==> src/hw/rtl/mtsf_pkg.sv <==
`timescale 1ns / 1ps
`default_nettype none
// ----------------------------------------------------------------------------
// mtsf_pkg
// Shared types and constants of the mfm track sector finder.
// ----------------------------------------------------------------------------
package mtsf_pkg;

    // defaults for the top-level parameters
    localparam int MAX_SECTORS_DEF   = 32;
    localparam int POSITION_BITS_DEF = 13;

    // configuration port
    localparam int CFG_IW = 1;
    localparam int CFG_DW = 13;
    localparam logic [CFG_IW-1:0] CFG_TRACK_LENGTH = 1'd0;
    localparam logic [CFG_IW-1:0] CFG_DATA_WINDOW  = 1'd1;
    localparam logic [12:0] TRACK_LENGTH_RST = 13'd6250;
    localparam logic [5:0]  DATA_WINDOW_RST  = 6'd43;

    // address mark bytes
    localparam logic [7:0] MARK_SYNC    = 8'ha1;
    localparam logic [7:0] MARK_ID      = 8'hfe;
    localparam logic [7:0] MARK_DATA    = 8'hfb;
    localparam logic [7:0] MARK_DELETED = 8'hf8;

    // distances from the sync byte
    localparam int ID_FIELD_GAP  = 2;
    localparam int ID_SKIP       = 8;
    localparam int DATA_MIN_GAP  = 6;
    localparam int SCAN_TAIL     = 8;

    // result queue
    localparam int Q_DEPTH = 4;
    localparam int Q_AW    = $clog2(Q_DEPTH);

    // payload widths
    localparam int OUT_DW = 40;

    typedef enum logic [1:0] {
        MODE_FIND_ID   = 2'd0,
        MODE_FIND_DATA = 2'd1
    } t_scan_mode;

    typedef enum logic {
        KIND_SECTOR = 1'b0,
        KIND_DONE   = 1'b1
    } t_result_kind;

    typedef struct packed {
        t_result_kind kind;
        logic [4:0]   sector_slot;
        logic [12:0]  id_offset;
        logic         data_found;
        logic [12:0]  data_offset;
        logic         deleted_mark;
        logic [5:0]   sector_total;
        logic         table_overflow;
        logic         last_result;
    } t_result;

    typedef struct packed {
        logic [1:0] cnt;
        t_result    rec0;
        t_result    rec1;
    } t_push;

endpackage
`default_nettype wire

==> src/hw/rtl/mtsf_scan.sv <==
`timescale 1ns / 1ps
`default_nettype none
// ----------------------------------------------------------------------------
// mtsf_scan
// Input register, configuration registers and the address mark scanner.
// One registered byte is judged per cycle, while the result queue has room, against the held previous byte.
// ----------------------------------------------------------------------------
module mtsf_scan import mtsf_pkg::*; #(
    parameter int MAX_SECTORS   = MAX_SECTORS_DEF,
    parameter int POSITION_BITS = POSITION_BITS_DEF
) (
    input  wire logic              i_clk,
    input  wire logic              i_rst_n,
    input  wire logic              i_cfg_we,
    input  wire logic [CFG_IW-1:0] i_cfg_index,
    input  wire logic [CFG_DW-1:0] i_cfg_data,
    input  wire logic              i_valid,
    output logic                   o_ready,
    input  wire logic [7:0]        i_byte,
    input  wire logic              i_mark,
    input  wire logic              i_eot,
    input  wire logic              i_room,
    output t_push                  o_push
);

    localparam int PB = POSITION_BITS;
    localparam int CW = ((PB > 13) ? PB : 13) + 1;
    localparam int SW = $clog2(MAX_SECTORS + 1);
    localparam logic [PB-1:0] POS_SAT = {PB{1'b1}};

    // configuration
    logic [12:0] r_track_length;
    logic [5:0]  r_data_window;

    // input register
    logic       r_in_valid;
    logic [7:0] r_byte;
    logic       r_mark;
    logic       r_eot;

    // scan state
    t_scan_mode    r_mode,    n_mode;
    logic [PB-1:0] r_pos,     n_pos;
    logic [7:0]    r_held,    n_held;
    logic          r_held_mk, n_held_mk;
    logic          r_held_vd, n_held_vd;
    logic [CW-1:0] r_plim,    n_plim;
    logic [PB-1:0] r_pend,    n_pend;
    logic [SW-1:0] r_seen,    n_seen;
    logic          r_ovf,     n_ovf;

    logic          advance;
    logic          scan_ok;
    logic [PB-1:0] idx;
    logic [CW-1:0] idx_w;
    logic [12:0]   limit;
    logic [CW-1:0] limit_w;
    logic [CW-1:0] win_end;
    logic          sync_held;
    logic          data_end;
    logic          data_mark;
    logic          sector_hit;
    logic          emit;
    logic          id_hit;
    logic          found;
    t_scan_mode    mode_mid;
    logic [SW-1:0] seen_mid;
    logic          ovf_mid;
    t_result       sec_rec;
    t_result       done_rec;

    assign advance = r_in_valid && i_room;
    assign o_ready = !r_in_valid || advance;

    always_ff @(posedge i_clk) begin
        if (!i_rst_n) begin
            r_track_length <= TRACK_LENGTH_RST;
            r_data_window  <= DATA_WINDOW_RST;
        end else if (i_cfg_we) begin
            case (i_cfg_index)
                CFG_TRACK_LENGTH: r_track_length <= i_cfg_data[12:0];
                CFG_DATA_WINDOW:  r_data_window  <= i_cfg_data[5:0];
                default: ;
            endcase
        end
    end

    always_ff @(posedge i_clk) begin
        if (!i_rst_n) begin
            r_in_valid <= 1'b0;
        end else if (o_ready) begin
            r_in_valid <= i_valid;
        end
    end

    always_ff @(posedge i_clk) begin
        if (o_ready && i_valid) begin
            r_byte <= i_byte;
            r_mark <= i_mark;
            r_eot  <= i_eot;
        end
    end

    // decision logic
    always_comb begin
        scan_ok   = advance && (r_pos != POS_SAT) && r_held_vd;
        idx       = r_pos - PB'(1);
        idx_w     = CW'(idx);
        limit     = (r_track_length >= 13'(SCAN_TAIL)) ?
                    (r_track_length - 13'(SCAN_TAIL)) : 13'd0;
        limit_w   = CW'(limit);
        win_end   = idx_w + CW'(ID_SKIP) + CW'(r_data_window);
        sync_held = (r_held == MARK_SYNC) && r_held_mk;
        data_end  = scan_ok && (r_mode == MODE_FIND_DATA) && (idx_w >= r_plim);
        data_mark = scan_ok && (r_mode == MODE_FIND_DATA) && !data_end
                    && (idx_w >= CW'(r_pend) + CW'(DATA_MIN_GAP))
                    && sync_held && !r_mark;
        sector_hit = data_end || data_mark;
        mode_mid   = sector_hit ? MODE_FIND_ID : r_mode;
        // the pair that closes a data search may open the next sector
        id_hit     = scan_ok && (mode_mid == MODE_FIND_ID) && (idx_w < limit_w)
                     && sync_held && (r_byte == MARK_ID);
        emit       = sector_hit && (r_seen < SW'(MAX_SECTORS));
        found      = data_mark && ((r_byte == MARK_DATA) || (r_byte == MARK_DELETED));
        seen_mid   = emit ? (r_seen + SW'(1)) : r_seen;
        ovf_mid    = r_ovf || (sector_hit && !emit);
    end

    // next state
    always_comb begin
        n_mode    = mode_mid;
        n_pos     = r_pos;
        n_held    = r_held;
        n_held_mk = r_held_mk;
        n_held_vd = r_held_vd;
        n_plim    = r_plim;
        n_pend    = r_pend;
        n_seen    = seen_mid;
        n_ovf     = ovf_mid;
        if (advance && (r_pos != POS_SAT)) begin
            n_held    = r_byte;
            n_held_mk = r_mark;
            n_held_vd = 1'b1;
            n_pos     = r_pos + PB'(1);
        end
        if (id_hit) begin
            n_pend = idx + PB'(ID_FIELD_GAP);
            n_plim = (win_end < limit_w) ? win_end : limit_w;
            n_mode = MODE_FIND_DATA;
        end
        if (advance && r_eot) begin
            n_mode    = MODE_FIND_ID;
            n_pos     = '0;
            n_held    = '0;
            n_held_mk = 1'b0;
            n_held_vd = 1'b0;
            n_plim    = '0;
            n_pend    = '0;
            n_seen    = '0;
            n_ovf     = 1'b0;
        end
    end

    // result records
    always_comb begin
        sec_rec                = '0;
        sec_rec.kind           = KIND_SECTOR;
        sec_rec.sector_slot    = 5'(r_seen);
        sec_rec.id_offset      = 13'(r_pend);
        sec_rec.data_found     = found;
        sec_rec.data_offset    = found ? 13'(idx + PB'(ID_FIELD_GAP)) : 13'd0;
        sec_rec.deleted_mark   = found && (r_byte == MARK_DELETED);
        sec_rec.last_result    = !r_eot;

        done_rec                = '0;
        done_rec.kind           = KIND_DONE;
        done_rec.sector_total   = 6'(seen_mid);
        done_rec.table_overflow = ovf_mid;
        done_rec.last_result    = 1'b1;

        o_push      = '0;
        o_push.rec1 = done_rec;
        if (emit) begin
            o_push.rec0 = sec_rec;
            o_push.cnt  = (advance && r_eot) ? 2'd2 : 2'd1;
        end else begin
            o_push.rec0 = done_rec;
            o_push.cnt  = (advance && r_eot) ? 2'd1 : 2'd0;
        end
    end

    always_ff @(posedge i_clk) begin
        if (!i_rst_n) begin
            r_mode    <= MODE_FIND_ID;
            r_pos     <= '0;
            r_held    <= '0;
            r_held_mk <= 1'b0;
            r_held_vd <= 1'b0;
            r_plim    <= '0;
            r_pend    <= '0;
            r_seen    <= '0;
            r_ovf     <= 1'b0;
        end else begin
            r_mode    <= n_mode;
            r_pos     <= n_pos;
            r_held    <= n_held;
            r_held_mk <= n_held_mk;
            r_held_vd <= n_held_vd;
            r_plim    <= n_plim;
            r_pend    <= n_pend;
            r_seen    <= n_seen;
            r_ovf     <= n_ovf;
        end
    end

endmodule
`default_nettype wire

==> src/hw/rtl/mtsf_out_queue.sv <==
`timescale 1ns / 1ps
`default_nettype none
// ----------------------------------------------------------------------------
// mtsf_out_queue
// Small result queue that takes up to two records a cycle and hands out one.
// ----------------------------------------------------------------------------
module mtsf_out_queue import mtsf_pkg::*; (
    input  wire logic  i_clk,
    input  wire logic  i_rst_n,
    input  wire t_push i_push,
    output logic       o_room,
    output logic       o_valid,
    input  wire logic  i_ready,
    output t_result    o_rec
);

    t_result          r_mem [Q_DEPTH];
    logic [Q_AW-1:0]  r_rd,    n_rd;
    logic [Q_AW-1:0]  r_wr,    n_wr;
    logic [Q_AW:0]    r_count, n_count;
    logic             pop;

    assign o_valid = (r_count != '0);
    assign pop     = o_valid && i_ready;
    assign o_rec   = r_mem[r_rd];
    // room for two records once this cycle's request leaves
    assign o_room  = (r_count - (Q_AW+1)'(pop)) <= (Q_AW+1)'(Q_DEPTH - 2);

    always_comb begin
        n_rd    = pop ? (r_rd + Q_AW'(1)) : r_rd;
        n_wr    = r_wr + Q_AW'(i_push.cnt);
        n_count = r_count + (Q_AW+1)'(i_push.cnt) - (Q_AW+1)'(pop);
    end

    always_ff @(posedge i_clk) begin
        if (i_push.cnt != 2'd0) begin
            r_mem[r_wr] <= i_push.rec0;
        end
        if (i_push.cnt == 2'd2) begin
            r_mem[r_wr + Q_AW'(1)] <= i_push.rec1;
        end
    end

    always_ff @(posedge i_clk) begin
        if (!i_rst_n) begin
            r_rd    <= '0;
            r_wr    <= '0;
            r_count <= '0;
        end else begin
            r_rd    <= n_rd;
            r_wr    <= n_wr;
            r_count <= n_count;
        end
    end

endmodule
`default_nettype wire

==> src/hw/rtl/mfm_track_sector_finder.sv <==
`timescale 1ns / 1ps
`default_nettype none
// ----------------------------------------------------------------------------
// mfm_track_sector_finder
// Finds ID and data address marks in a raw mfm track byte stream and reports
// one record per sector (up to MAX_SECTORS) plus a count record at the end of the track.
//
// Slave stream: one raw track byte per request, marker bit in tuser, tlast on
// the final byte of the track. Master stream: sector records (tuser 0) and the
// track done record (tuser 1); tlast marks the last record caused by a byte.
// A byte is taken into the input register, judged there against the byte
// before it, and its records land in a four-entry result queue, from which
// they are offered. One byte is accepted every cycle while the queue has
// room; only a byte that yields both a sector record and the done record
// pushes two records. When the receiver stalls the queue fills and tready
// drops once fewer than two entries would be free. Reset restores the
// register defaults (6250 bytes, 43 byte window), empties the queue and
// returns the scanner to searching for an ID mark at position zero.
// Configuration writes take effect on the next clock edge.
// ----------------------------------------------------------------------------
module mfm_track_sector_finder import mtsf_pkg::*; #(
    parameter int MAX_SECTORS   = MAX_SECTORS_DEF,
    parameter int POSITION_BITS = POSITION_BITS_DEF
) (
    input  wire logic              i_clk,
    input  wire logic              i_rst_n,
    input  wire logic              i_cfg_we,
    input  wire logic [CFG_IW-1:0] i_cfg_index,
    input  wire logic [CFG_DW-1:0] i_cfg_data,
    input  wire logic              i_s_axis_tvalid,
    output logic                   o_s_axis_tready,
    input  wire logic [7:0]        i_s_axis_tdata,  // track_byte
    input  wire logic              i_s_axis_tuser,  // marker_bit
    input  wire logic              i_s_axis_tlast,  // end_of_track
    output logic                   o_m_axis_tvalid,
    input  wire logic              i_m_axis_tready,
    // sector_slot, id_offset, data_found, data_offset, deleted_mark,
    // sector_total, table_overflow
    output logic [OUT_DW-1:0]      o_m_axis_tdata,
    output logic                   o_m_axis_tuser,  // result_kind
    output logic                   o_m_axis_tlast   // last_result
);

    t_push   push;
    logic    room;
    t_result rec;

    mtsf_scan #(
        .MAX_SECTORS   (MAX_SECTORS),
        .POSITION_BITS (POSITION_BITS)
    ) u_scan (
        .i_clk       (i_clk),
        .i_rst_n     (i_rst_n),
        .i_cfg_we    (i_cfg_we),
        .i_cfg_index (i_cfg_index),
        .i_cfg_data  (i_cfg_data),
        .i_valid     (i_s_axis_tvalid),
        .o_ready     (o_s_axis_tready),
        .i_byte      (i_s_axis_tdata),
        .i_mark      (i_s_axis_tuser),
        .i_eot       (i_s_axis_tlast),
        .i_room      (room),
        .o_push      (push)
    );

    mtsf_out_queue u_queue (
        .i_clk   (i_clk),
        .i_rst_n (i_rst_n),
        .i_push  (push),
        .o_room  (room),
        .o_valid (o_m_axis_tvalid),
        .i_ready (i_m_axis_tready),
        .o_rec   (rec)
    );

    assign o_m_axis_tdata = {rec.table_overflow, rec.sector_total, rec.deleted_mark,
                             rec.data_offset, rec.data_found, rec.id_offset,
                             rec.sector_slot};
    assign o_m_axis_tuser = rec.kind;
    assign o_m_axis_tlast = rec.last_result;

endmodule
`default_nettype wire
==> config.mk <==
export PLATFORM = sky130hd
export DESIGN_NAME = mfm_track_sector_finder
export DESIGN_NICKNAME = d
export VERILOG_FILES = /design/src/hw/rtl/mtsf_pkg.sv /design/src/hw/rtl/mtsf_scan.sv /design/src/hw/rtl/mtsf_out_queue.sv /design/src/hw/rtl/mfm_track_sector_finder.sv
export SDC_FILE = /design/constraint.sdc
export NUM_CORES = 1
export LEC_CHECK = 0
export CAP_MARGIN = 15
export CORE_MARGIN = 2
export CORE_UTILIZATION = 40
export DETAILED_ROUTE_END_ITERATION = 10
export DONT_BUFFER_PORTS = 1
export HOLD_SLACK_MARGIN = 0.02
export MAX_ROUTING_LAYER = met4
export PLACE_DENSITY_LB_ADDON = 0.05
export SETUP_SLACK_MARGIN = 0.1
export SYNTH_ARGS = -nofsm -noshare
export SYNTH_HDL_FRONTEND = slang
export SYNTH_HIERARCHICAL = 1
export SYNTH_SLANG_ARGS = --single-unit
==> constraint.sdc <==
create_clock -name i_clk -period 21.8 [get_ports i_clk]
set_input_delay 3.27 -clock i_clk [delete_from_list [all_inputs] [get_ports i_clk]]
set_output_delay 3.27 -clock i_clk [all_outputs]
set_load 0.005 [all_outputs]
==> run summary, run 1 <==
Outcome = completed
Final standard cell utilization of the core = 0.436
Final Setup Violations = 0
Total setup buffers inserted after CTS = 0
Met3 Track Usage GR = 0.0241
Synth area leaders = sky130_fd_sc_hd__edfxtp_1 34%, sky130_fd_sc_hd__dfxtp_1 11%, sky130_fd_sc_hd__mux2_2 8.4%
Transition time of the tightest slew-check pin = 1.06 ns
Leakage component of the power = 0.00603 µW
Number of antenna violations at the first check in global routing = 0
Fraction of final layout cells with drive strength greater than 1 = 0.226
Clock transition at the registers of the reported paths = 0.06 ns
TNS Setup = 0 ns
Simple-gate portion of the synthesized area = 0.108
Setup repair after global routing missed its margin = false
Effective utilization at floorplan = 0.403
Met1 Track Usage GR = 0.260
Nets = 1378
Die span in y = 201 µm
Cell at the root of the clock tree = sky130_fd_sc_hd__clkbuf_16
Maximum count of clock buffers along a single path = 3
Worst hold path type = flip-flop to flip-flop
Clock insertion delay at the later pin of the skew report = 0.59 ns
Worst slew margin = 0.289
Clock network power share = 0.283
Width of the die = 201 µm
Worst setup EP type = output port
Hold_ws = 0.455 ns
WL/cell = 20.1 µm
Sw Share = 0.356
Worst EP arrival = 4.18 ns
Maximum net fanout on the critical path = 3
Router iterations before antenna repair = 5
Number of standard-cell rows in the floorplan = 72
Register area share after synthesis = 0.457
Diode insertion count for antenna repair = 0
Fraction of synthesis flops using an asynchronous set or reset pin = 0
Xor/xnor share of the synthesized area = 0.0365
Count of final max-slew check failures = 0
Synth Warn # = 6
RD Place Congestion = 0.776
Number of synthesized flops with an enable pin = 178
All-Layer GR Usage = 0.188
I/O Buffers = 0
Placed Instances = 1759
CTS H-Tree Depth = 1
DRC Markers = 0
Net switching power figure = 618 µW
Total CTS buffers = 31
Met2 Resource Use GR = 0.300
Half-perimeter wire length after detailed placement = 23700 µm
Layout overhead on the synthesized area = 8.13%
Via density = 5.16
Sequential share of power = 0.336
Dominant combinational cell family by area after synthesis = multiplexers
Max VDD drop = 0.0715 mV
Clock skew = 0.0236 ns
Post-synth top flop = sky130_fd_sc_hd__edfxtp_1
Total of max-cap violations = 0
DRC marker count from the first detailed-route iteration = 451
Share of Yosys cell area claimed by the top area cell type = 0.344
Synth Area in Compound Gates = 0.0577
Int Power = 1120 µW
I/O pin cnt = 73
DR vias = 9382
Minimum clock period after layout = 7.45 ns
Register-to-register setup slack = 15.50 ns
Highest clock rate = 134 MHz
Post-route fraction of the period consumed by the critical path = 0.342
Flop and latch count out of synthesis = 266
Fraction of synthesized area in multiplexers = 0.219
Vias in the first global route = 9635
Cell count after synthesis = 1287
Library cell with the largest summed area after synthesis = sky130_fd_sc_hd__edfxtp_1
Synth Area per Inst = 12.1 µm²
Area of the placeable core = 38600 µm²
Routed Antenna Nets = 0
Power density of the placed cells = 103 nW/µm²
Netlist cell types = 80
Worst endpoint required time = 18.53 ns
First-pass GRT wire length = 57700 µm
Launching element type of the critical path = input port
Portion of total power attributed to combinational logic = 0.381
Busiest grt layer = met2
Sink Count = 266
Type of the worst setup path = input port to output port
Count of fill cells added during filler insertion = 3680
Global route total overflow = 0
Hold Vio Cnt, Final = 0
Post-layout instance count excluding filler cells = 1817
Total wirelength of the detailed-routed design = 36600 µm
Number of buffers added to fix hold violations after cts = 0
Synthesized cell area = 15600 µm²
TritonCTS clock tree = built
Quantity of gates resized following cts = 0
Die outline area = 40500 µm²
Adder-Cell Fraction of Synth Area = 0.0613
Largest net degree at the start of global routing = 44
[flip-flops by register name, indices dropped and copies added, names as in the netlist, 3 cells and up, named ones only]
signal and count:
u_queue/r_count 3, u_scan/r_track_length 13, u_scan/r_seen 6, u_scan/r_held 8
u_queue/r_mem 168, u_scan/r_data_window 6, u_scan/r_byte 8, u_scan/r_pos 13
u_scan/r_plim 14, u_scan/r_pend 13
[cells in the mapped netlist, types with 3 or more instances]
| library cell | count |
|---|---|
| sky130_fd_sc_hd__edfxtp_1 | 178 |
| sky130_fd_sc_hd__inv_1 | 69 |
| sky130_fd_sc_hd__mux2_4 | 40 |
| sky130_fd_sc_hd__nand3_1 | 23 |
| sky130_fd_sc_hd__and3b_1 | 3 |
| sky130_fd_sc_hd__xnor2_1 | 46 |
| sky130_fd_sc_hd__or3_1 | 7 |
| sky130_fd_sc_hd__buf_6 | 15 |
| sky130_fd_sc_hd__dfxtp_1 | 88 |
| sky130_fd_sc_hd__buf_2 | 17 |
| sky130_fd_sc_hd__nor3_1 | 15 |
| sky130_fd_sc_hd__a211oi_1 | 3 |
| sky130_fd_sc_hd__o21ai_0 | 14 |
| sky130_fd_sc_hd__and2_1 | 33 |
| sky130_fd_sc_hd__mux4_2 | 42 |
| sky130_fd_sc_hd__mux2_1 | 17 |
| sky130_fd_sc_hd__xor2_1 | 17 |
| sky130_fd_sc_hd__and3_1 | 8 |
| sky130_fd_sc_hd__nand3b_1 | 4 |
| sky130_fd_sc_hd__a21o_1 | 7 |
| sky130_fd_sc_hd__nand2_1 | 94 |
| sky130_fd_sc_hd__o211ai_1 | 8 |
| sky130_fd_sc_hd__buf_4 | 42 |
| sky130_fd_sc_hd__o21a_1 | 10 |
| sky130_fd_sc_hd__mux2i_1 | 36 |
| sky130_fd_sc_hd__nand4_1 | 15 |
| sky130_fd_sc_hd__a21oi_1 | 32 |
| sky130_fd_sc_hd__clkbuf_1 | 24 |
| sky130_fd_sc_hd__o311ai_0 | 3 |
| sky130_fd_sc_hd__nor2_1 | 90 |
| sky130_fd_sc_hd__ha_1 | 73 |
| sky130_fd_sc_hd__mux2_2 | 116 |
| sky130_fd_sc_hd__o31ai_1 | 5 |
| sky130_fd_sc_hd__nand2b_1 | 9 |
| sky130_fd_sc_hd__a21boi_0 | 12 |
| sky130_fd_sc_hd__nor2b_1 | 10 |
| sky130_fd_sc_hd__nor4_1 | 4 |
[power groups by stage]
stage	Combinational (µW)	Clock (µW)	Sequential (µW)
after detailed placement	670	0	594
after global placement	674	0	595
after floorplan	513	0	583
after CTS	675	508	584
final	662	491	583
after global routing	740	531	587
[logic make-up after synthesis]
kind of cell | count (synthesis)
compound gates | 124
xor+xnor | 64
fa+ha+maj | 75
buf+inv | 171
flops | 266
mux | 251
other cells | 2
simple gates | 334
[critical path, stage by stage]
cell and delay (ns):
sky130_fd_sc_hd__o31ai_1 0.09, sky130_fd_sc_hd__nor2_1 0.12, sky130_fd_sc_hd__ha_1 0.21, sky130_fd_sc_hd__xor2_1 0.14, sky130_fd_sc_hd__a21oi_1 0.14, sky130_fd_sc_hd__nand2b_1 0.21
[final cells by class]
| type | count | area (µm²) | share of cell area |
|---|---|---|---|
| multi-input cells | 883 | 7670 | 0.456 |
| repair buffers | 20 | 150 | 0.00893 |
| inverters | 72 | 273 | 0.0162 |
| flip-flops and latches | 266 | 7110 | 0.423 |
| clock inverters | 13 | 83.8 | 0.00498 |
| clock buffers | 45 | 878 | 0.0522 |
| well taps | 518 | 648 | 0.0385 |
[layout by cell type, fill, tap and decap left out, types with 31 or more instances in the layout]
| cell | instances |
|---|---|
| sky130_fd_sc_hd__conb_1 | 35 |
| sky130_fd_sc_hd__clkbuf_16 | 31 |
| sky130_fd_sc_hd__edfxtp_1 | 178 |
| sky130_fd_sc_hd__a21oi_1 | 32 |
| sky130_fd_sc_hd__nor2_1 | 89 |
| sky130_fd_sc_hd__inv_1 | 69 |
| sky130_fd_sc_hd__mux4_2 | 42 |
| sky130_fd_sc_hd__mux2_2 | 116 |
| sky130_fd_sc_hd__dfxtp_1 | 86 |
| sky130_fd_sc_hd__ha_1 | 73 |
| sky130_fd_sc_hd__xnor2_1 | 46 |
| sky130_fd_sc_hd__and2_1 | 33 |
| sky130_fd_sc_hd__mux2i_1 | 36 |
| sky130_fd_sc_hd__mux2_4 | 40 |
| sky130_fd_sc_hd__nand2_1 | 94 |
[metal layers]
layer	up-vias	wire length (µm)
li1	4594	-
met1	4590	17700
met2	156	16900
met3	42	1340
met4	0	643
met5	-	0
[per-stage QoR]
step	cell area (µm²)	power [µW]	setup WS, ns
after floorplan	15700	1100	12.44
after global placement	15900	1270	13.89
after detailed placement	15900	1260	13.76
after CTS	16800	1770	14.34
after global routing	16800	1860	14.03
final	16800	1740	14.35
[worst paths after layout]
path              cells past startpoint                          start                              to
setup / recovery                      6                i_m_axis_tready                 o_s_axis_tready
hold / removal                        2  u_scan/r_held[6]$_SDFFE_PP0P_   u_scan/r_held[6]$_SDFFE_PP0P_
setup reg to reg                     19   u_scan/r_pos[0]$_SDFFE_PP0P_  u_queue/r_mem[2][29]$_DFFE_PP_
hold reg to reg                       2  u_scan/r_held[6]$_SDFFE_PP0P_   u_scan/r_held[6]$_SDFFE_PP0P_
Note: power is estimated with default switching activity, not from simulation.
==> inputs of run 2 (changes only) <==
==> constraint.sdc (replaced) <==
create_clock -name i_clk -period 6 [get_ports i_clk]
set_input_delay 0.9 -clock i_clk [delete_from_list [all_inputs] [get_ports i_clk]]
set_output_delay 0.9 -clock i_clk [all_outputs]
set_load 0.005 [all_outputs]
==> run summary, run 2 (synthesis results as in run 1) <==
Area of the placeable core = 38600 µm²
Router iterations before antenna repair = 4
Leakage component of the power = 0.00613 µW
Area occupied by multi-input gates = 7700 µm²
Effective utilization at floorplan = 0.403
Detail Route met2 WL = 17100 µm
Clock skew = 0.0204 ns
Die outline area = 40500 µm²
M1 wire length = 18400 µm
Worst setup EP type = flip-flop
TNS Setup = 0 ns
Outcome = completed
Sink Count = 266
Max VDD drop = 0.219 mV
Total wirelength of the detailed-routed design = 37100 µm
Launch instance of the worst min-delay path = i_s_axis_tuser
Clock insertion delay at the later pin of the skew report = 0.58 ns
Launching element type of the critical path = flip-flop
Register-to-register setup slack = 0.58 ns
Half-perimeter wire length after detailed placement = 24900 µm
Nets = 1393
WL/cell = 20.3 µm
Cell depth of the worst flop-to-flop path = 22
Number of standard-cell rows in the floorplan = 72
Metal3 WL = 1130 µm
DRC marker count from the first detailed-route iteration = 383
CTS H-Tree Depth = 1
Highest clock rate = 184 MHz
FF/Latch Area = 7110 µm²
I/O pin cnt = 73
Vias in the first global route = 9643
Highest layer used for signal routing = met4
Cell at the root of the clock tree = sky130_fd_sc_hd__clkbuf_16
RD Place Congestion = 0.832
Startpoint of the worst-slack reg-to-reg timing path = u_scan/r_pos[2]$_SDFFE_PP0P_
Worst r2r dst = u_scan/r_plim[11]$_SDFFE_PP0P_
Final Setup Violations = 0
Worst EP arrival = 5.92 ns
Type of the worst setup path = flip-flop to flip-flop
Number of buffers added to fix hold violations after cts = 0
Worst endpoint required time = 6.50 ns
CP max stage delay = 0.57 ns
Fraction of final layout cells with drive strength greater than 1 = 0.235
Total CTS buffers = 31
Transition time of the tightest slew-check pin = 1.02 ns
Post-route fraction of the period consumed by the critical path = 0.904
Leading cell type in the layout, fill and taps excluded = sky130_fd_sc_hd__edfxtp_1
Global route total overflow = 0
Count of fill cells added during filler insertion = 3727
Minimum clock period after layout = 5.42 ns
Layout overhead on the synthesized area = 9.31%
Clock transition at the registers of the reported paths = 0.06 ns
Diode insertion count for antenna repair = 0
Power density of the placed cells = 378 nW/µm²
Master of the slowest instance on the critical path = sky130_fd_sc_hd__or4_4
Width of the die = 201 µm
Worst hold endpoint = u_scan/r_mark$_DFFE_PP_
Maximum net fanout on the critical path = 12
Largest register by flop count = u_queue/r_mem
Number of antenna violations at the first check in global routing = 0
Post-layout instance count excluding filler cells = 1832
Number of flip-flops under the largest register name = 168
Top flop regs = u_queue/r_mem: 168 flops, u_scan/r_plim: 14 flops
Via density = 5.12
Worst slew margin = 0.317
DR vias = 9378
First element of the critical path = u_scan/r_pos[2]$_SDFFE_PP0P_
Maximum count of clock buffers along a single path = 3
Placed Instances = 1774
I/O Buffers = 0
Hold Vio Cnt, Final = 0
Routed Antenna Nets = 0
DRC Markers = 0
Total of max-cap violations = 0
Die span in y = 201 µm
Hold_ws = 0.421 ns
Cells along the critical path = or4_4 > nor2_1 > xnor2_1 > inv_2 > ha_1 > ha_1 > o21a_1 > o31ai_1 > a21oi_1 > nand3_1 > xnor2_1 > inv_1 > ha_1 > nand2_1 > nor2_1 > a2111oi_0 > o21a_1 > o211a_1 > buf_4 > mux2i_1 > mux2i_1 > nor2_1
Setup repair after global routing missed its margin = false
Largest net degree at the start of global routing = 43
First-pass GRT wire length = 57800 µm
Count of final max-slew check failures = 0
Worst hold stages = 0
Leading cell types in the layout, fill and taps excluded = 178 x sky130_fd_sc_hd__edfxtp_1, 116 x sky130_fd_sc_hd__mux2_2, 93 x sky130_fd_sc_hd__nand2_1, 89 x sky130_fd_sc_hd__nor2_1, 86 x sky130_fd_sc_hd__dfxtp_1
Worst hold path type = input port to flip-flop
All-Layer GR Usage = 0.189
TritonCTS clock tree = built
[run 2: cell count changes in the layout (fill, tap and decap cells not counted), moves of 2 or more]
| cell | before | now |
|---|---|---|
| sky130_fd_sc_hd__clkbuf_8 | 5 | 0 |
| sky130_fd_sc_hd__clkinv_1 | 4 | 7 |
| sky130_fd_sc_hd__buf_4 | 20 | 33 |
| sky130_fd_sc_hd__buf_12 | 0 | 2 |
| sky130_fd_sc_hd__bufinv_16 | 0 | 3 |
[run 2: layout make-up]
class	instances	share of cell area
clock buffers	40	0.0476
clock inverters	18	0.0102
inverters	72	0.0160
multi-input cells	883	0.453
flip-flops and latches	266	0.418
well taps	518	0.0381
repair buffers	35	0.0169
[run 2: worst max-delay path by stage]
| stage | end | slack (ns) | cells past startpoint |
|---|---|---|---|
| final | u_scan/r_plim[11]$_SDFFE_PP0P_ | 0.58 | 22 |
| after global routing | u_scan/r_plim[8]$_SDFFE_PP0P_ | 0.16 | 22 |
| after CTS | u_scan/r_plim[11]$_SDFFE_PP0P_ | 0.36 | 22 |
| after detailed placement | u_scan/r_plim[11]$_SDFFE_PP0P_ | 0.39 | 22 |
| after global placement | u_scan/r_plim[0]$_SDFFE_PP0P_ | 0.53 | 22 |
| after floorplan | u_queue/r_mem[2][0]$_DFFE_PP_ | 0.50 | 19 |
[run 2: repair_timing]
item | in CTS | in global routing
buffers inserted | 0 | 0
resized for setup | 0 | 3
endpoints found under the setup margin | 0 | 12
[run 2: stage by stage]
| step | area [µm²] | util | total power (µW) | setup slack [ns] |
|---|---|---|---|---|
| 2_1_floorplan | 15700 | - | 3980 | 0.495 |
| 3_3_place_gp | 16000 | 0.415 | 4660 | 0.526 |
| 3_5_place_dp | 16000 | 0.415 | 4650 | 0.394 |
| 4_1_cts | 17000 | 0.440 | 6530 | 0.359 |
| 5_1_grt | 17000 | 0.441 | 6860 | 0.158 |
| 6_report | 17000 | 0.441 | 6430 | 0.578 |
[run 2: power by group]
part	internal, µW	total (µW)	switching [µW]
Sequential	2050	2180	132
Clock	1080	1840	764
Combinational	1050	2410	1360
[run 2: per-layer routing]
layer / global-route usage / vias to the layer above
li1: - / 4613
met1: 0.264 / 4595
met4: 0.0323 / 0
met5: - / -
met3: 0.0233 / 35
met2: 0.301 / 135
[run 2: critical path, delay by kind of cell, from the launching register on]
family                     cells  cell delay, ns
AOI/OAI and AO/OA              6            1.53
and+or+nand+nor                6            1.07
xor gates and xnor gates       2            0.47
adders and majority gates      3            0.96
muxes                          2            0.30
DFF                            1            0.47
buffers and inverters          3            0.51
